**src/sv/printf_integer_field_formatter_core_defines.svh**
```systemverilog
// Assertion macros for the printf field formatter.
// Included by the RTL files that carry concurrent checks; no dependencies.
`ifndef PRINTF_INTEGER_FIELD_FORMATTER_CORE_DEFINES_SVH
`define PRINTF_INTEGER_FIELD_FORMATTER_CORE_DEFINES_SVH
`ifndef SYNTHESIS
// Property p must hold at every rising clock edge outside reset.
`define PIF_ASSERT(lbl, c, r, p) lbl: assert property (@(posedge c) disable iff (!r) p) \
	else $error("assertion failed");
// Condition p must never be true outside reset.
`define PIF_NEVER(lbl, c, r, p) lbl: assert property (@(posedge c) disable iff (!r) !(p)) \
	else $error("forbidden condition");
`else
`define PIF_ASSERT(lbl, c, r, p)
`define PIF_NEVER(lbl, c, r, p)
`endif
`endif

```
**src/sv/pifmt_pkg.sv**
```systemverilog
// Shared types, codes and helpers of the printf field formatter.
// No dependencies; used by the core, front, queue and back RTL files.
`default_nettype none
package pifmt_pkg;
	localparam int CNT_W = 7;
	localparam int NDIG  = 11;
	localparam int QDEPTH = 2;

	typedef enum logic [2:0] {
		OP_CHAR = 3'd0, OP_SDEC = 3'd1, OP_UDEC = 3'd2, OP_HEXL = 3'd3,
		OP_HEXU = 3'd4, OP_OCT  = 3'd5, OP_PTR  = 3'd6, OP_PCT  = 3'd7
	} op_t;

	typedef enum logic [1:0] {F_IDLE, F_CONV, F_PUSH} fstate_t;

	typedef enum logic [2:0] {
		P_LEAD, P_SIGN, P_ZERO, P_LIT, P_BODY, P_TRAIL
	} phase_t;

	// One classified field, ready to be emitted.
	typedef struct packed {
		logic [CNT_W-1:0]        lead;
		logic [CNT_W-1:0]        zeros;
		logic [CNT_W-1:0]        trail;
		logic                    has_sign;
		logic [7:0]              sign_char;
		logic                    lit0x;
		logic                    raw;
		logic [7:0]              raw_byte;
		logic                    upper;
		logic [3:0]              nd;
		logic [NDIG-1:0][3:0]    dig;
	} desc_t;

	function automatic logic [7:0] hex_char(input logic [3:0] nib, input logic upper);
		logic [7:0] c;
		if (nib < 4'd10) begin
			c = 8'h30 + {4'd0, nib};
		end else if (upper) begin
			c = 8'h37 + {4'd0, nib};
		end else begin
			c = 8'h57 + {4'd0, nib};
		end
		return c;
	endfunction
endpackage
`default_nettype wire

```
**src/sv/pifmt_if.sv**
```systemverilog
// Valid/ready channel interfaces for conversion items and output characters.
// Uses pifmt_pkg for nothing but follows it in compile order.
`default_nettype none


interface pifmt_out_if;
	logic       valid;
	logic       ready;
	logic [7:0] character;
	logic       last;
	modport source(output valid, character, last, input ready);
	modport sink(input valid, character, last, output ready);
endinterface
`default_nettype wire

```
**src/sv/pifmt_back.sv**
```systemverilog
// Back end: walks a field descriptor phase by phase and emits one character per
// cycle unless stalled into an output register. Depends on pifmt_pkg and pifmt_out_if.
`default_nettype none
`include "printf_integer_field_formatter_core_defines.svh"
module pifmt_back (
	input  wire              clk,
	input  wire              arst_n,
	input  pifmt_pkg::desc_t desc,
	input  wire              head_valid,
	output logic             pop,
	pifmt_out_if.source      fmt_out
);
	import pifmt_pkg::*;

	phase_t           phase_q;
	logic [CNT_W-1:0] cnt_q;
	logic             ov_q, last_q;
	logic [7:0]       ch_q;

	logic [CNT_W-1:0] len_a [6];
	logic [CNT_W-1:0] cur_len;
	logic             later_empty, emit, last_c, slot;
	logic [7:0]       ch_c;
	logic [3:0]       didx;

	// Phase lengths and the current character.
	always_comb begin
		len_a[0] = desc.lead;
		len_a[1] = {6'd0, desc.has_sign};
		len_a[2] = desc.zeros;
		len_a[3] = desc.lit0x ? 7'd2 : 7'd0;
		len_a[4] = desc.raw ? 7'd1 : {3'b000, desc.nd};
		len_a[5] = desc.trail;
		cur_len = len_a[phase_q];
		later_empty = 1'b1;
		for (int k = 0; k < 6; k++) begin
			if (k > int'(phase_q) && len_a[k] != 7'd0) later_empty = 1'b0;
		end
		didx = desc.nd - 4'd1 - cnt_q[3:0];
		case (phase_q)
			P_SIGN:  ch_c = desc.sign_char;
			P_ZERO:  ch_c = 8'h30;
			P_LIT:   ch_c = (cnt_q == 7'd0) ? 8'h30 : 8'h78;
			P_BODY:  ch_c = desc.raw ? desc.raw_byte : hex_char(desc.dig[didx], desc.upper);
			default: ch_c = 8'h20;
		endcase
		slot   = !ov_q || fmt_out.ready;
		emit   = head_valid && slot && (cnt_q < cur_len);
		last_c = (cnt_q + 7'd1 == cur_len) && later_empty;
		pop    = emit && last_c;
	end

	// Phase sequencer.
	always_ff @(posedge clk or negedge arst_n) begin
		if (!arst_n) begin
			phase_q <= P_LEAD;
			cnt_q   <= '0;
			ov_q    <= 1'b0;
		end else begin
			if (pop) begin
				phase_q <= P_LEAD;
				cnt_q   <= '0;
			end else if (emit) begin
				cnt_q <= cnt_q + 7'd1;
			end else if (head_valid && slot) begin
				phase_q <= phase_t'(3'(phase_q) + 3'd1);
				cnt_q   <= '0;
			end
			if (emit) begin
				ov_q <= 1'b1;
			end else if (fmt_out.ready) begin
				ov_q <= 1'b0;
			end
		end
	end

	// Output register payload.
	always_ff @(posedge clk) begin
		if (emit) begin
			ch_q   <= ch_c;
			last_q <= last_c;
		end
	end

	assign fmt_out.valid     = ov_q;
	assign fmt_out.character = ch_q;
	assign fmt_out.last      = last_q;

	`PIF_NEVER(a_pop_needs_head, clk, arst_n, pop && !head_valid)
	`PIF_ASSERT(a_restart, clk, arst_n, pop |=> (phase_q == P_LEAD && cnt_q == 7'd0))
	`PIF_ASSERT(a_last_pops, clk, arst_n, pop |=> (ov_q && last_q))
endmodule
`default_nettype wire
```
**src/flat_wrapper.sv**
```systemverilog
// flat-port wrapper written by rule: the top's interface ports become plain ports
module pifmt_back_flat import pifmt_pkg::*;
  (clk, arst_n, desc, head_valid, pop, fmt_out_valid, fmt_out_character, fmt_out_last, fmt_out_ready);
  pifmt_out_if fmt_out_i ();
  input  wire clk;
  input  wire arst_n;
  input  pifmt_pkg::desc_t desc;
  input  wire head_valid;
  output logic pop;
  output wire logic [$bits(fmt_out_i.valid)-1:0] fmt_out_valid;
  output wire logic [$bits(fmt_out_i.character)-1:0] fmt_out_character;
  output wire logic [$bits(fmt_out_i.last)-1:0] fmt_out_last;
  input wire logic [$bits(fmt_out_i.ready)-1:0] fmt_out_ready;
  assign fmt_out_valid = fmt_out_i.valid;
  assign fmt_out_character = fmt_out_i.character;
  assign fmt_out_last = fmt_out_i.last;
  assign fmt_out_i.ready = fmt_out_ready;
  pifmt_back u_core (.clk(clk), .arst_n(arst_n), .desc(desc), .head_valid(head_valid), .pop(pop), .fmt_out(fmt_out_i));
endmodule
```
**config.mk**
```make
export PLATFORM = sky130hd
export DESIGN_NAME = pifmt_back_flat
export DESIGN_NICKNAME = d
export VERILOG_FILES = /design/src/sv/pifmt_pkg.sv /design/src/sv/pifmt_if.sv /design/src/sv/pifmt_back.sv /design/src/flat_wrapper.sv
export VERILOG_INCLUDE_DIRS = /design/src /design/src/sv
export SDC_FILE = /design/constraint.sdc
export NUM_CORES = 1
export LEC_CHECK = 0
export BUFFER_PORTS_ARGS = -buffer_cell sky130_fd_sc_hd__buf_2
export CORE_ASPECT_RATIO = 2
export CORE_MARGIN = 4
export CORE_UTILIZATION = 50
export CTS_BUF_LIST = sky130_fd_sc_hd__clkbuf_4 sky130_fd_sc_hd__clkbuf_8
export DETAILED_ROUTE_END_ITERATION = 6
export PLACE_DENSITY = 0.91
export SLEW_MARGIN = 20
export SYNTH_ARGS = -nofsm -noshare
export SYNTH_HDL_FRONTEND = slang
export SYNTH_SLANG_ARGS = --single-unit
```
**constraint.sdc**
```tcl
create_clock -name clk -period 4.2 [get_ports clk]
set_input_delay 0.21 -clock clk [delete_from_list [all_inputs] [get_ports clk]]
set_output_delay 0.21 -clock clk [all_outputs]
set_load 0.1 [all_outputs]
```
==> run_results.csv <==
group,metric,value,unit
run_status,outcome,"complete, no violations",
logic_synthesis,syn_nets,374,
logic_synthesis,synth_cell_types,65,
run,cap_violations,0,
final_layout,diodes,0,
setup_path,crit_buf_inv,1,
logic_synthesis,synthArstFlopShare,55.0,%
drt,drt_iter0_drc,184,
final_layout,fin_area,2970,µm²
sta,hold_viol,0,
die,fp.dieArea,5960,µm²
setup_path,path_common_cell,"o21a_1",
grt,grt_pass1_vias,2714,
cts,postCtsResizedCells,0,
grt,grt_max_degree,26,
logic_synthesis,synth_area,2370,µm²
grt,grt_usage,25.6,%
drt,antenna_left,0,
sta,period_minus_slack,3.77,ns
sta,rsz0062_at_grt,"no",
logic_synthesis,synth_top_cell_by_area,"dfrtp_1",
power,p_leak,1.37,nW
logic_synthesis,synth_top_area_share,11.6,%
cts,cts-buffers-inserted,3,
setup_path,crit_family,"compound AO/OA/AOI/OAI gates",
cts,clk_latency,0.27,ns
logic_synthesis,synth_seq_cells,20,
final_layout,area_growth,25.6,%
logic_synthesis,yosysMostFrequentCell,"nand2_1",
setup_path,crit_required,3.99,ns
cts,h-tree-depth,1,
setup_path,end_kind,"output port",
sta,finalClockSkew,0.00519,ns
die,fp.dieH,105,µm
drt,drc,0,
sta,slew_violations,0,
placement,post-dp-hpwl,6.09,mm
logic_synthesis,synth_common_cells,"nand2_1 (22), a21oi_1 (16), ha_1 (16)",
placement,io_buffers,103,
cts,cts_num_sinks,20,
logic_synthesis,seq_area_frac_synth,23.1,%
drt,avgRoutedWirePerCell,18.1,µm
setup_path,slowest_stage,"dfrtp_1",
drt,viasPerCell,6.17,
drt,route.final.wire_length,7.52,mm
cts,cts_max_path_buffers,2,
sta,fin_crit_sh,89.7,%
setup_path,worstPathMaxFanout,25,
cts,tritoncts,"yes",
cts,clkTransAtPathRegs,0.08,ns
logic_synthesis,ys_top_cells_by_area,"dfrtp_1 (12%), edfxtp_1 (11%), ha_1 (8.5%)",
placement,dpl_cell_area,2890,µm²
hold_path,hp-class,"in2reg",
final_layout,drive_above_1_share,34.7,%
logic_synthesis,ys.flop_type,"dfrtp_1",
sta,final.setup.tns,0,ns
grt,grt_pass1_wl,12.2,mm
sta,fmax,0.265,GHz
drt,dr.pass1.iters,4,
setup_path,path_cells,"mux2i_1 > o2bb2ai_1 > a2bb2oi_1 > ha_1 > nor2b_1 > o21a_1 > o21a_1 > o21ai_0 > a21boi_1 > nor3_2 > buf_2",
sta,setup_viol,0,
die,io_pins,104,
die,row_count,35,
final_layout,nNetsFinal,471,
grt,grt-ovfl-total,0,
die,core,4600,µm²
grt,antenna_found_initial,0,
die,start_util,51.5,%
setup_path,cp.arrival,3.56,ns
logic_synthesis,avgSynthCellArea,8.96,µm²
logic_synthesis,yosys_warnings,0,
setup_path,max_stage_delay,0.83,ns
die,fp.dieW,56.6,µm
logic_synthesis,synth_edf_count,9,
cts,cts_root_buffer,"clkbuf_8",
setup_path,cp-start-kind,"flip-flop",
setup_path,worstSetupPathType,"reg2out",
placement,gp_congestion,0.973,
sta,tightest_slew,0.737,ns
sta,max_slew_margin,50.8,%
final_layout,nFillCells,395,
drt,num_vias,2561,
logic_synthesis,synthCells,264,
power,irDropWorstVdd,0.583,mV
power,power_density,911,nW/µm²
placement,dpl_worst_slack,0.619,ns
sta,fin_ws,0.432,ns
## tightest hold or removal path: cells and delay by family
kind | cells | cell delay, ns
buffers and inverters | 1 | 0.08
and+or+nand+nor | 1 | 0.07
AOI/OAI and AO/OA | 1 | 0.05
## metal layers
metal	wire, µm	global-route usage (%)	up-vias	share of wire, %
met5	0	0	-	0
met2	3970	47.5	149	53
met3	607	3.68	41	8.1
met1	2500	26.6	1168	33
met4	434	13.2	0	5.8
li1	-	-	1203	-
## layout make-up
cell class                 count  area, µm²  share of cell area, %
timing repair buffer         106        541                   18.2
multi-input combinational    216       1690                   57.0
sequential                    20        546                   18.4
clock inverter                 1       30.0                   1.01
clock buffer                   3       41.3                   1.39
inverter                      14       52.6                   1.77
tap                           55       68.8                   2.31
## state kept, by name, indices dropped and copies added, names as in the netlist
signal                    count
u_core.fmt_out.character      8
u_core.cnt_q                  7
u_core.phase_q                3
u_core.fmt_out.last           1
u_core.fmt_out.valid          1
## layout by cell type (no fill, tap or decap), drive strengths merged, types with 4 or more instances in the layout
| cell | count |
|---|---|
| a21oi | 17 |
| nor4 | 5 |
| xnor2 | 6 |
| ha | 16 |
| a31oi | 6 |
| nand2b | 6 |
| nor2b | 4 |
| o21a | 4 |
| dfrtp | 11 |
| nor3 | 6 |
| xor2 | 4 |
| nand2 | 22 |
| and3 | 5 |
| o21ai | 21 |
| nand3 | 13 |
| mux2i | 12 |
| or3b | 4 |
| edfxtp | 9 |
| and2 | 6 |
| buf | 105 |
| mux4 | 8 |
| inv | 14 |
| nor2 | 12 |
## stage by stage
step	power, mW	hold WS (ns)	cells	utilization [%]
2_1_floorplan	2.09	-0.0856	264	-
3_3_place_gp	2.42	0.0945	410	62.9
3_5_place_dp	2.48	0.101	410	62.9
4_1_cts	2.69	0.237	415	64.7
5_1_grt	2.91	0.240	415	64.7
6_report	2.71	0.239	415	64.7
## path summary, 6_finish.rpt
path	startpoint	endpoint	slack (ns)	cells after the start
max	u_core.phase_q[0]	pop	0.43	11
min	desc[59]	u_core.fmt_out.character[0]	0.24	3
max reg2reg	u_core.cnt_q[0]	u_core.fmt_out.character[2]	0.58	14
min reg2reg	u_core.fmt_out.valid	u_core.fmt_out.valid	0.52	2
max in group asynchronous	arst_n	u_core.fmt_out.valid	3.62	2
min in group asynchronous	arst_n	u_core.phase_q[0]	0.35	2
## where the power goes
group | switching [mW] | leakage [nW] | total, mW | internal [mW]
clock network | 0.0716 | 0.0357 | 0.199 | 0.127
registers | 0.141 | 0.227 | 0.477 | 0.336
logic | 1.31 | 1.11 | 2.03 | 0.724
## what timing repair did
action,4_1_cts,5_1_grt
endpoints found under the hold margin,11,0
setup buffers,0,0
hold buffers,1,0
## logic make-up after synthesis
| group | Yosys count | synth area share, % |
|---|---|---|
| compound gates | 76 | 22.2 |
| xor+xnor | 10 | 4.02 |
| fa+ha+maj | 17 | 9.31 |
| buf+inv | 28 | 5.55 |
| flops | 20 | 23.1 |
| mux | 21 | 14.6 |
| simple gates | 92 | 21.2 |
(Power assumes the default switching activity.)
