==> src/sv/printf_integer_field_formatter_core_defines.svh <==
// Assertion macros for the printf field formatter.
// Included by the RTL files that carry concurrent checks; no dependencies.
`ifndef PRINTF_INTEGER_FIELD_FORMATTER_CORE_DEFINES_SVH
`define PRINTF_INTEGER_FIELD_FORMATTER_CORE_DEFINES_SVH
`ifndef SYNTHESIS
// Property p must hold at every rising clock edge outside reset.
`define PIF_ASSERT(lbl, c, r, p) lbl: assert property (@(posedge c) disable iff (!r) p) \
	else $error("assertion failed");
// Condition p must never be true outside reset.
`define PIF_NEVER(lbl, c, r, p) lbl: assert property (@(posedge c) disable iff (!r) !(p)) \
	else $error("forbidden condition");
`else
`define PIF_ASSERT(lbl, c, r, p)
`define PIF_NEVER(lbl, c, r, p)
`endif
`endif

==> src/sv/pifmt_pkg.sv <==
// Shared types, codes and helpers of the printf field formatter.
// No dependencies; used by the core, front, queue and back RTL files.
`default_nettype none
package pifmt_pkg;
	localparam int CNT_W = 7;
	localparam int NDIG  = 11;
	localparam int QDEPTH = 2;

	typedef enum logic [2:0] {
		OP_CHAR = 3'd0, OP_SDEC = 3'd1, OP_UDEC = 3'd2, OP_HEXL = 3'd3,
		OP_HEXU = 3'd4, OP_OCT  = 3'd5, OP_PTR  = 3'd6, OP_PCT  = 3'd7
	} op_t;

	typedef enum logic [1:0] {F_IDLE, F_CONV, F_PUSH} fstate_t;

	typedef enum logic [2:0] {
		P_LEAD, P_SIGN, P_ZERO, P_LIT, P_BODY, P_TRAIL
	} phase_t;

	// One classified field, ready to be emitted.
	typedef struct packed {
		logic [CNT_W-1:0]        lead;
		logic [CNT_W-1:0]        zeros;
		logic [CNT_W-1:0]        trail;
		logic                    has_sign;
		logic [7:0]              sign_char;
		logic                    lit0x;
		logic                    raw;
		logic [7:0]              raw_byte;
		logic                    upper;
		logic [3:0]              nd;
		logic [NDIG-1:0][3:0]    dig;
	} desc_t;

	function automatic logic [7:0] hex_char(input logic [3:0] nib, input logic upper);
		logic [7:0] c;
		if (nib < 4'd10) begin
			c = 8'h30 + {4'd0, nib};
		end else if (upper) begin
			c = 8'h37 + {4'd0, nib};
		end else begin
			c = 8'h57 + {4'd0, nib};
		end
		return c;
	endfunction
endpackage
`default_nettype wire

==> src/sv/pifmt_queue.sv <==
// Two-entry descriptor queue between the front and back ends.
// Depends on pifmt_pkg.
`default_nettype none
`include "printf_integer_field_formatter_core_defines.svh"
module pifmt_queue (
	input  wire              clk,
	input  wire              arst_n,
	input  pifmt_pkg::desc_t wr_data,
	input  wire              push,
	output logic             full,
	output pifmt_pkg::desc_t rd_data,
	output logic             head_valid,
	input  wire              pop
);
	import pifmt_pkg::*;

	desc_t      mem_q [QDEPTH];
	logic       wp_q, rp_q;
	logic [1:0] cnt_q;

	assign full       = (cnt_q == 2'(QDEPTH));
	assign head_valid = (cnt_q != 2'd0);
	assign rd_data    = mem_q[rp_q];

	// Pointers and fill count.
	always_ff @(posedge clk or negedge arst_n) begin
		if (!arst_n) begin
			wp_q  <= 1'b0;
			rp_q  <= 1'b0;
			cnt_q <= 2'd0;
		end else begin
			if (push) wp_q <= ~wp_q;
			if (pop) rp_q <= ~rp_q;
			cnt_q <= cnt_q + {1'b0, push} - {1'b0, pop};
		end
	end

	// Entry storage.
	always_ff @(posedge clk) begin
		if (push) mem_q[wp_q] <= wr_data;
	end

	`PIF_NEVER(a_no_overflow, clk, arst_n, push && full)
	`PIF_NEVER(a_no_underflow, clk, arst_n, pop && !head_valid)
	`PIF_ASSERT(a_ptrs_track, clk, arst_n, (cnt_q == 2'd1) |-> (wp_q != rp_q))
endmodule
`default_nettype wire

==> config.mk <==
export PLATFORM = sky130hd
export DESIGN_NAME = pifmt_queue
export DESIGN_NICKNAME = d
export VERILOG_FILES = /design/src/sv/pifmt_pkg.sv /design/src/sv/pifmt_queue.sv
export VERILOG_INCLUDE_DIRS = /design/src /design/src/sv
export SDC_FILE = /design/constraint.sdc
export NUM_CORES = 1
export LEC_CHECK = 0
export BUFFER_PORTS_ARGS = -buffer_cell sky130_fd_sc_hd__buf_2
export CORE_MARGIN = 2
export CORE_UTILIZATION = 52
export CTS_CLUSTER_SIZE = 30
export DETAILED_ROUTE_END_ITERATION = 8
export GPL_ROUTABILITY_DRIVEN = 1
export PLACE_DENSITY = 0.77
export RECOVER_POWER = 50
export SLEW_MARGIN = 20
export SYNTH_ARGS = -nofsm -noshare
export SYNTH_HDL_FRONTEND = slang
export SYNTH_SLANG_ARGS = --single-unit
==> constraint.sdc <==
create_clock -name clk -period 6.25 [get_ports clk]
set_clock_uncertainty 0.15 [all_clocks]
set_input_delay 1.25 -clock clk [delete_from_list [all_inputs] [get_ports clk]]
set_output_delay 1.25 -clock clk [all_outputs]
set_load 0.005 [all_outputs]
==> results by group, run 1 <==
Outcome
  • Outcome: finished, violations left
  • Failing checks: max-capacitance violations, max-slew violations

STA
  • Crit share post-route: a little over three fifths
  • Final setup violation count: 0
  • Final WS setup: between 2 and 2.5 ns
  • Worst slew slack as a fraction of its limit: -26.2%
  • Max Freq: around 0.25 GHz
  • Pin slew with the least headroom to its limit: approximately 1.9 ns
  • Hold_ws: between 0.3 and 0.4 ns
  • Final Hold Fails: 0
  • Fin. max-slew vios: 51
  • RSZ-0062 raised after global routing: no
  • Setup_tns: 0 ns
  • Post-layout minimum cycle time: around 4.0 ns

Global routing
  • Largest net degree at the start of global routing: 69
  • Total GRT Usage: between 10% and 20%
  • Vias in the first global route: between 3,000 and 4,000
  • GR Overflow Total: 0
  • First-pass GRT wire length: 17,600 µm
  • Antenna violations before repair: 0

Critical path
  • FF-to-FF End: mem_q[0][57]
  • CP Data Arrival Time: approximately 3.8 ns
  • Worst R2R Setup Slack: 2.93 ns
  • Worst-path fanout max: between 60 and 70
  • Crit. End Element: flip-flop
  • WP data required: just over 6 ns
  • CP Launch Type: input pin
  • Reg2reg start: wp_q
  • Worst setup path class: in -> reg
  • Worst Reg2Reg Path Length in Cells: 2

Routing
  • Routed WL per cell: approximately 17 µm
  • Drt via density: 4.91
  • Vias post-DR: between 3,000 and 4,000
  • Post-Route WL: ~11,000 µm
  • Final ANT Viol Nets: 0
  • Drc violations: 0
  • Number of DRC markers in iteration 0: 228
  • TritonRoute pass-1 iters: 4

Synth
  • Syn avg cell area: roughly 23 µm²
  • Synthesized net count: just under 400
  • Post-synth cell types: 12
  • Flops & latches, synth: 182
  • Register area share after synthesis: 81.5%
  • Mapped Cells: ~300
  • Synthesis warning total: 0
  • Synthesized area: roughly 6700 µm²

Die
  • Core area: between 10,000 and 15,000 µm²
  • Initial Utilization: about 53%
  • Row cnt: 41
  • DIE HEIGHT: approximately 120 µm
  • Total die area: roughly 14,000 µm²
  • Die width: about 120 µm
  • # IOs: 184

Place
  • PortBufs: between 150 and 200
  • Final HPWL DP: about 7200 µm
  • Pre-CTS WS: 2.86 ns
  • RD Place Congestion: approximately 0.7

Finish
  • Share of cells above drive strength 1: 51.0%
  • Nets: a little under 600
  • Util after Layout: between 60% and 70%
  • Commonest non-fill, non-tap cells in the layout: edfxtp_1, buf_2, mux2_2
  • Commonest non-fill, non-tap cell in the layout: edfxtp_1
  • ANT cells: 0
  • Area delta synth->final: 22.9%

CTS
  • Clock transition at path regs: approximately 0.06 ns
  • Clock Latency Late Sink: between 0.4 and 0.5 ns
  • Total CTS buffers: 17
  • Max Root-Sink Buffers: 2
  • CTS Hold Bufs: 0
  • Sink Count: roughly 180
  • Post_cts resized: 0
  • TritonCTS clock tree: done
  • Post-CTS Setup Repair Bufs: 0
  • Root Buffer: clkbuf_16
  • H-Tree Depth: 4

Power and ir drop
  • Worst VDD drop: ~0.39 mV
  • Leakage: approximately 3.0 nW
  • Total power divided by cell area: about 440 nW/µm²

Worst hold path
  • WHS Endpoint: wp_q
  • WHS Path Cells: 1
  • HP Start: wp_q
  • Hold WC Path Type: reg -> reg

Run
  • Max_cap viols: 2
## report_power, final
part | leakage (nW) | switching [mW] | internal (mW)
sequential | 1.72 | 0.105 | 1.63
combinational | 1.02 | 0.403 | 0.475
clock | 0.258 | 0.415 | 0.571
## critical path: stages
cell,delay (ns)
clkbuf_1,0.16
nor2b_1,1.45
buf_4,0.89
## layer usage
metal / vias up / global-route usage [%] / wire [µm]
met1: 1628 / 20.0 / 4390
met5: - / 0 / 0
met4: 0 / 6.55 / 121
met3: 10 / 5.64 / 803
li1: 1547 / - / -
met2: 112 / 27.8 / 5780
## worst max path at each step
stage / slack, ns / start / depth (start not counted) / end
final: 2.29 / push / 3 / mem_q[0][57]
after global routing: 1.98 / push / 3 / mem_q[0][48]
after CTS: 2.71 / rp_q / 3 / rd_data[58]
after detailed placement: 2.86 / push / 3 / mem_q[0][65]
after global placement: 2.93 / push / 3 / mem_q[0][65]
after floorplan: 0.42 / push / 1 / mem_q[0][0]
## logic make-up (layout without fill, tap and decap cells)
| family | Yosys count | in the layout | share of synthesized area [%] |
|---|---|---|---|
| buf+inv | 12 | 220 | 2.13 |
| flops | 182 | 182 | 81.5 |
| xor+xnor | 3 | 3 | 0.618 |
| mux | 89 | 89 | 15.0 |
| simple gates | 4 | 4 | 0.375 |
| fa+ha+maj | 2 | 2 | 0.374 |
## state kept, by name, indices dropped and copies added (netlist names)
| name | count |
|---|---|
| cnt_q | 2 |
| mem_q | 178 |
| wp_q | 1 |
| rp_q | 1 |
## synthesized netlist by cell type
cell | count | area share, %
dfrtp_1 | 4 | 1.5
nor2b_1 | 2 | 0.19
buf_6 | 1 | 0.17
ha_1 | 2 | 0.37
and2_1 | 1 | 0.094
or2_2 | 1 | 0.094
mux2_2 | 89 | 15
edfxtp_1 | 178 | 80
clkbuf_8 | 9 | 1.9
xor2_1 | 2 | 0.26
xor3_1 | 1 | 0.36
inv_1 | 2 | 0.11
## through the flow
stage	total power, mW	cell area [µm²]	std cells
2_1_floorplan	2.34	6680	292
3_3_place_gp	2.62	7710	639
3_5_place_dp	2.66	7730	640
4_1_cts	3.64	8280	672
5_1_grt	3.77	8210	672
6_report	3.60	8210	672
## layout make-up
cell class,instances,area [µm²]
clock buffers,25,475
clock inverters,7,75.1
fillers,895,4350
inverters,2,7.51
multi-input cells,98,1090
flip-flops and latches,182,5450
well taps,172,215
repair buffers,186,898
Power figures use the tool's default switching activity.
==> inputs of run 2 (changes only) <==
==> constraint.sdc (replaced) <==
create_clock -name clk -period 3.75 [get_ports clk]
set_clock_uncertainty 0.15 [all_clocks]
set_input_delay 0.75 -clock clk [delete_from_list [all_inputs] [get_ports clk]]
set_output_delay 0.75 -clock clk [all_outputs]
set_load 0.005 [all_outputs]
==> run 2 against run 1 <==
  * Sequential power is 66% higher
  * Wire length is 5.2% higher
  * First-iteration DRC count is 9.2% higher
  * Die area stayed put
  * Largest cell class unchanged
  * Utilization is 0.37 points higher
  * Clock-buffer cell count is 4 lower
  * Largest power group unchanged
  * Clock power is 73% higher
  * Via count is 1.2% higher
  * Hold slack better by 0.020 ns
  * Register-to-register slack worse by 2.1 ns
  * Setup slack worse by 1.6 ns
  * The flow still finishes with violations (max-capacitance violations, max-slew violations)
==> results by group, run 2 (same netlist as run 1, synthesis figures left out) <==
Outcome
  • Outcome: finished, violations left
  • Failing checks: max-capacitance violations, max-slew violations

STA
  • Final Hold Fails: 0 (unchanged)
  • Pin slew with the least headroom to its limit: 2.25 ns (+0.364 ns)
  • RSZ-0062 raised after global routing: no
  • Max Freq: about 0.33 GHz
  • Post-layout minimum cycle time: 3.07 ns
  • Setup_tns: 0 ns (unchanged)
  • Final WS setup: 0.677 ns (-1.62 ns)
  • Fin. max-slew vios: 67 (+31%)
  • Final setup violation count: 0 (unchanged)
  • Worst slew slack as a fraction of its limit: -50.2% (-24 points)
  • Crit share post-route: around four fifths

Global routing
  • Vias in the first global route: 3,667 (+3.9%)
  • Antenna violations before repair: 1 (+1)
  • First-pass GRT wire length: 18,400 µm (+4.5%)
  • GR Overflow Total: 0 (unchanged)
  • Largest net degree at the start of global routing: 72 (+4.3%)
  • Total GRT Usage: 17.7% (+1.1 points)

Routing
  • Post-Route WL: 11,700 µm (+5.2%)
  • Drc violations: 0 (unchanged)
  • Routed WL per cell: 17.3 µm (+5.0%)
  • TritonRoute pass-1 iters: 4 (unchanged)
  • Final ANT Viol Nets: 0 (unchanged)
  • Vias post-DR: 3,335 (+1.2%)
  • Number of DRC markers in iteration 0: 249 (+9.2%)
  • Drt via density: 4.96 (+1.0%)

Power and ir drop
  • Worst VDD drop: 0.395 mV (+1.8%)
  • Reg power frac: 47.4% (-0.8 points)
  • Switching Share: 25.3% (-0.41 points)
  • Total power divided by cell area: 737 nW/µm² (+68%)
  • Pint: 4.55 mW (+70%)
  • Leakage: 3.01 nW (+0.62%)
  • Logic gate share of total power: 24.5% (about the same)
  • Net Sw Power: 1.54 mW (+67%)
  • Clk pwr share: 28.2% (+0.8 points)

CTS
  • CTS Hold Bufs: 1 (+1)
  • Sink Count: 182 (unchanged)
  • Post_cts resized: 0 (unchanged)
  • Total CTS buffers: 17 (unchanged)
  • Max Root-Sink Buffers: 2 (unchanged)
  • Clock Latency Late Sink: 0.41 ns (about the same)
  • TritonCTS clock tree: done
  • Clock transition at path regs: 0.06 ns (about the same)
  • Post-CTS Setup Repair Bufs: 0 (unchanged)
  • H-Tree Depth: 4 (unchanged)
  • Root Buffer: clkbuf_16

Critical path
  • Worst path max stage delay: 1.70 ns (+0.25 ns)
  • FF-to-FF End: mem_q[1][4]
  • Slowest CP cell: and2_1
  • Critical path endpoint: mem_q[1][4]
  • Crit path cell chain: clkbuf_1, and2_1, buf_12
  • Crit. End Element: flip-flop
  • CP Data Arrival Time: 3.01 ns (-0.83 ns)
  • CP startpoint: push
  • CP Launch Type: input pin
  • Worst-path fanout max: 48 (-29%)
  • Reg2reg start: wp_q
  • Worst setup path class: in -> reg
  • Worst Reg2Reg Path Length in Cells: 2 (unchanged)
  • WP data required: 3.69 ns (-2.44 ns)
  • Worst R2R Setup Slack: 0.83 ns (-2.10 ns)

Finish
  • Fill cell count: 908 (+1.5%)
  • Nets: 583 (+0.17%)
  • Commonest non-fill, non-tap cell in the layout: edfxtp_1
  • Area delta synth->final: 23.6%
  • Share of cells above drive strength 1: 50.3% (-0.70 points)
  • Top Registers: mem_q (178), cnt_q (2)
  • Commonest non-fill, non-tap cells in the layout: edfxtp_1, buf_2, mux2_2
  • Max FFs per register: 178 (unchanged)
  • Util after Layout: 65.7% (+0.37 points)
  • Multi-input logic area: 1090 µm² (unchanged)
  • ANT cells: 0 (unchanged)
  • Register area: 5450 µm² (unchanged)
  • Biggest register: mem_q

Worst hold path
  • Hold WC Path Type: in -> reg

Die
  • # IOs: 184 (unchanged)
  • Die width: 117 µm (unchanged)
  • Row cnt: 41 (unchanged)
  • DIE HEIGHT: 117 µm (unchanged)
  • Total die area: 13,800 µm² (unchanged)
  • Core area: 12,600 µm² (unchanged)
  • Initial Utilization: 53.2% (unchanged)

Place
  • PortBufs: 183 (unchanged)
  • RD Place Congestion: 0.721 (+3.4%)
  • Final HPWL DP: 7680 µm (+6.9%)
  • Pre-CTS WS: 1.17 ns (-1.69 ns)

Run
  • Max_cap viols: 2 (unchanged)
[run 2: changes by cell type in the layout (fill, tap and decap cells not counted), sizes merged]
cell         before  now
clkinvlp          3    2
clkbuf           73   72
clkinv            3    6
buf             138  135
dlygate4sd3       0    1
bufinv            1    3
[run 2: through the flow]
step | cell area, µm² | std cells | hold slack, ns | power (mW)
after floorplan | 6680 | 292 | 0.304 | 3.88
after global placement | 7750 | 640 | 0.379 | 4.40
after detailed placement | 7750 | 640 | 0.401 | 4.45
after CTS | 8330 | 673 | 0.353 | 6.18
after global routing | 8260 | 673 | 0.357 | 6.38
final | 8260 | 673 | 0.375 | 6.09
[run 2: worst min path at each step]
stage	slack [ns]	from	end	depth (start not counted)
after floorplan	0.30	arst_n	cnt_q[0]	0
after global placement	0.38	wp_q	wp_q	1
after detailed placement	0.40	wp_q	wp_q	1
after CTS	0.35	wr_data[83]	mem_q[1][83]	1
after global routing	0.36	wr_data[72]	mem_q[0][72]	1
final	0.38	wr_data[79]	mem_q[0][79]	1
[run 2: area by class of cell]
class / count / share of cell area, %
clock buffer: 21 / 5.33
clock inverter: 11 / 1.61
inverter: 2 / 0.0909
multi-input combinational: 98 / 13.2
sequential: 182 / 66.0
tap: 172 / 2.61
timing repair buffer: 187 / 11.2
[run 2: routing by layer]
layer | wire length [µm] | vias up | track usage, % | part of all wire (%)
li1 | - | 1552 | - | -
met1 | 4470 | 1640 | 19.4 | 38
met2 | 6240 | 124 | 31.4 | 53
met3 | 754 | 17 | 5.64 | 6.5
met4 | 195 | 2 | 8.13 | 1.7
met5 | 8 | - | 0 | 0.069
[run 2: worst max-delay path: cells and delay by family]
| kind | cells | cell delay (ns) |
|---|---|---|
| AND/OR/NAND/NOR | 1 | 1.70 |
| buffers and inverters | 2 | 0.51 |
[run 2: power by group through the flow]
stage	Clock (mW)	Combinational, mW	Sequential, mW
after floorplan	0	1.05	2.83
after global placement	0	1.51	2.89
after detailed placement	0	1.52	2.93
after CTS	1.75	1.54	2.88
after global routing	1.82	1.63	2.93
final	1.71	1.49	2.88
==> inputs of run 3 (changes only) <==
==> constraint.sdc (replaced) <==
create_clock -name clk -period 2.85 [get_ports clk]
set_clock_uncertainty 0.15 [all_clocks]
set_input_delay 0.57 -clock clk [delete_from_list [all_inputs] [get_ports clk]]
set_output_delay 0.57 -clock clk [all_outputs]
set_load 0.005 [all_outputs]
==> run 3 against run 2 <==
  * The flow now finishes without violations
  * Non-clock buffer count up 4
  * Cell count up 0.45%
  * Sequential share of layout area shrank 0.090 points
  * First-iteration DRC count shrank 25%
  * Largest power group unchanged
==> results by group, run 3 (same netlist as run 1, synthesis figures left out) <==
Outcome
  • Outcome: complete, no violations

Finish
  • Design Area, Final: 8270 µm² (+0.14%)
  • Top Registers: mem_q (178), cnt_q (2)
  • ANT cells: 0 (unchanged)
  • Multi-input logic area: 1090 µm² (unchanged)
  • Register area: 5450 µm² (unchanged)
  • Fill cell count: 911 (+0.33%)
  • Area delta synth->final: 23.8%
  • Util after Layout: 65.8% (+0.090 points)
  • Commonest non-fill, non-tap cell in the layout: edfxtp_1
  • Share of cells above drive strength 1: 52.4% (+2.1 points)
  • Nets: 587 (+0.69%)
  • Biggest register: mem_q
  • Max FFs per register: 178 (unchanged)
  • Commonest non-fill, non-tap cells in the layout: edfxtp_1, buf_2, mux2_2

Power and ir drop
  • Logic gate share of total power: 25.3% (+0.8 points)
  • Reg power frac: 47.5% (about the same)
  • Total power divided by cell area: 957 nW/µm² (+30%)
  • Net Sw Power: 2.01 mW (+31%)
  • Clk pwr share: 27.3% (-0.9 points)
  • Final Power: 7.92 mW (+30%)
  • Switching Share: 25.4% (+0.090 points)
  • Pint: 5.91 mW (+30%)
  • Worst VDD drop: 0.613 mV (+55%)
  • Leakage: 3.04 nW (+1.0%)

STA
  • Final setup violation count: 0 (unchanged)
  • Post-layout minimum cycle time: about 2.7 ns
  • Fin. max-slew vios: 0 (-100%)
  • Worst slew slack as a fraction of its limit: 16.6% (+67 points)
  • RSZ-0062 raised after global routing: no
  • Setup_tns: 0 ns (unchanged)
  • Max Freq: 0.376 GHz
  • Final Hold Fails: 0 (unchanged)
  • Crit share post-route: between 90% and 100%
  • Pin slew with the least headroom to its limit: 1.25 ns (-1.00 ns)

Place
  • RD Place Congestion: 0.721 (about the same)
  • Placed instance area: 7780 µm² (+0.39%)
  • PortBufs: 183 (unchanged)
  • Final HPWL DP: 7640 µm (-0.52%)

Global routing
  • Antenna violations before repair: 0 (-1)
  • Total GRT Usage: 17.2% (-0.55 points)
  • GR Overflow Total: 0 (unchanged)
  • Vias in the first global route: 3,583 (-2.3%)
  • Largest net degree at the start of global routing: 67 (-6.9%)
  • First-pass GRT wire length: 17,700 µm (-3.7%)

Die
  • Core area: 12,600 µm² (unchanged)
  • DIE HEIGHT: 117 µm (unchanged)
  • Total die area: 13,800 µm² (unchanged)
  • # IOs: 184 (unchanged)
  • Initial Utilization: 53.2% (unchanged)
  • Row cnt: 41 (unchanged)
  • Die width: 117 µm (unchanged)

CTS
  • Post_cts resized: 0 (unchanged)
  • Clock Latency Late Sink: 0.41 ns (about the same)
  • Max Root-Sink Buffers: 2 (unchanged)
  • TritonCTS clock tree: done
  • Total CTS buffers: 17 (unchanged)
  • Root Buffer: clkbuf_16
  • H-Tree Depth: 4 (unchanged)
  • Sink Count: 182 (unchanged)
  • Post-CTS Setup Repair Bufs: 0 (unchanged)
  • Clock transition at path regs: 0.06 ns (about the same)

Critical path
  • CP Data Arrival Time: 1.94 ns (-1.07 ns)
  • Worst-path fanout max: 32 (-33%)
  • WP data required: 2.13 ns (-1.56 ns)
  • CP Launch Type: flip-flop
  • Crit. End Element: output port
  • Worst setup path class: reg -> out

Routing
  • Final ANT Viol Nets: 0 (unchanged)
  • TritonRoute pass-1 iters: 4 (unchanged)
  • Routed WL per cell: 16.7 µm (-3.5%)
  • Drt via density: 4.96 (about the same)
  • Number of DRC markers in iteration 0: 187 (-25%)
  • Post-Route WL: 11,300 µm (-3.1%)
  • Drc violations: 0 (unchanged)
  • Vias post-DR: 3,350 (+0.45%)

Run
  • Max_cap viols: 0 (-2)

Worst hold path
  • Hold WC Path Type: in -> reg
[run 3: changes by cell type in the layout (fill, tap and decap cells not counted)]
cell        delta
buf_2         +11
clkinv_2       -1
clkbuf_1       -9
buf_4          +2
and2_0         +1
clkinv_4       +2
clkinvlp_4     -1
and2_1         -1
bufinv_16      -1
[run 3: final timing paths]
check	cells after the start	end	slack, ns	from
worst min-delay path	1	mem_q[1][37]	0.19	wr_data[37]
max in group asynchronous	2	rp_q	1.96	arst_n
worst min register to register	1	wp_q	0.36	wp_q
worst max-delay path	3	rd_data[73]	0.19	rp_q
min in group asynchronous	2	rp_q	0.38	arst_n
worst max register to register	2	mem_q[0][83]	0.70	wp_q
[run 3: final cells by class]
class	instances	area share, %
sequential	182	65.9
timing repair buffer	191	11.6
multi-input combinational	98	13.2
tap	172	2.60
inverter	2	0.0908
clock inverter	10	1.30
clock buffer	21	5.32
[run 3: critical path: stages, from the launching register on]
cell and delay, ns:
dfrtp_4 0.70, buf_4 0.32, mux2_2 0.37, buf_2 0.13
[run 3: power by group through the flow]
| stage | clock (mW) | sequential (mW) | combinational (mW) |
|---|---|---|---|
| 6_report | 2.16 | 3.76 | 2.00 |
| 5_1_grt | 2.30 | 3.82 | 2.18 |
| 4_1_cts | 2.21 | 3.77 | 2.07 |
| 3_5_place_dp | 0 | 3.83 | 2.05 |
| 3_3_place_gp | 0 | 3.80 | 2.03 |
| 2_1_floorplan | 0 | 3.70 | 1.38 |
[run 3: timing repair]
item,CTS,global route
endpoints found under the setup margin,0,0
endpoints found under the hold margin,4,0
hold buffers,1,0
[run 3: per-stage QoR]
stage	cells	setup slack, ns	hold slack (ns)
final	676	0.194	0.190
after global placement	644	0.611	0.235
after floorplan	292	0.355	0.124
after global routing	676	0.0841	0.169
after detailed placement	644	0.595	0.231
after CTS	676	0.134	0.166
[run 3: routing by layer]
layer,share of wire [%],GRT usage [%],vias up
met4,2.5,9.56,0
met1,38,18.4,1646
li1,-,-,1562
met2,54,29.9,122
met5,0,0,-
met3,6.4,5.59,20
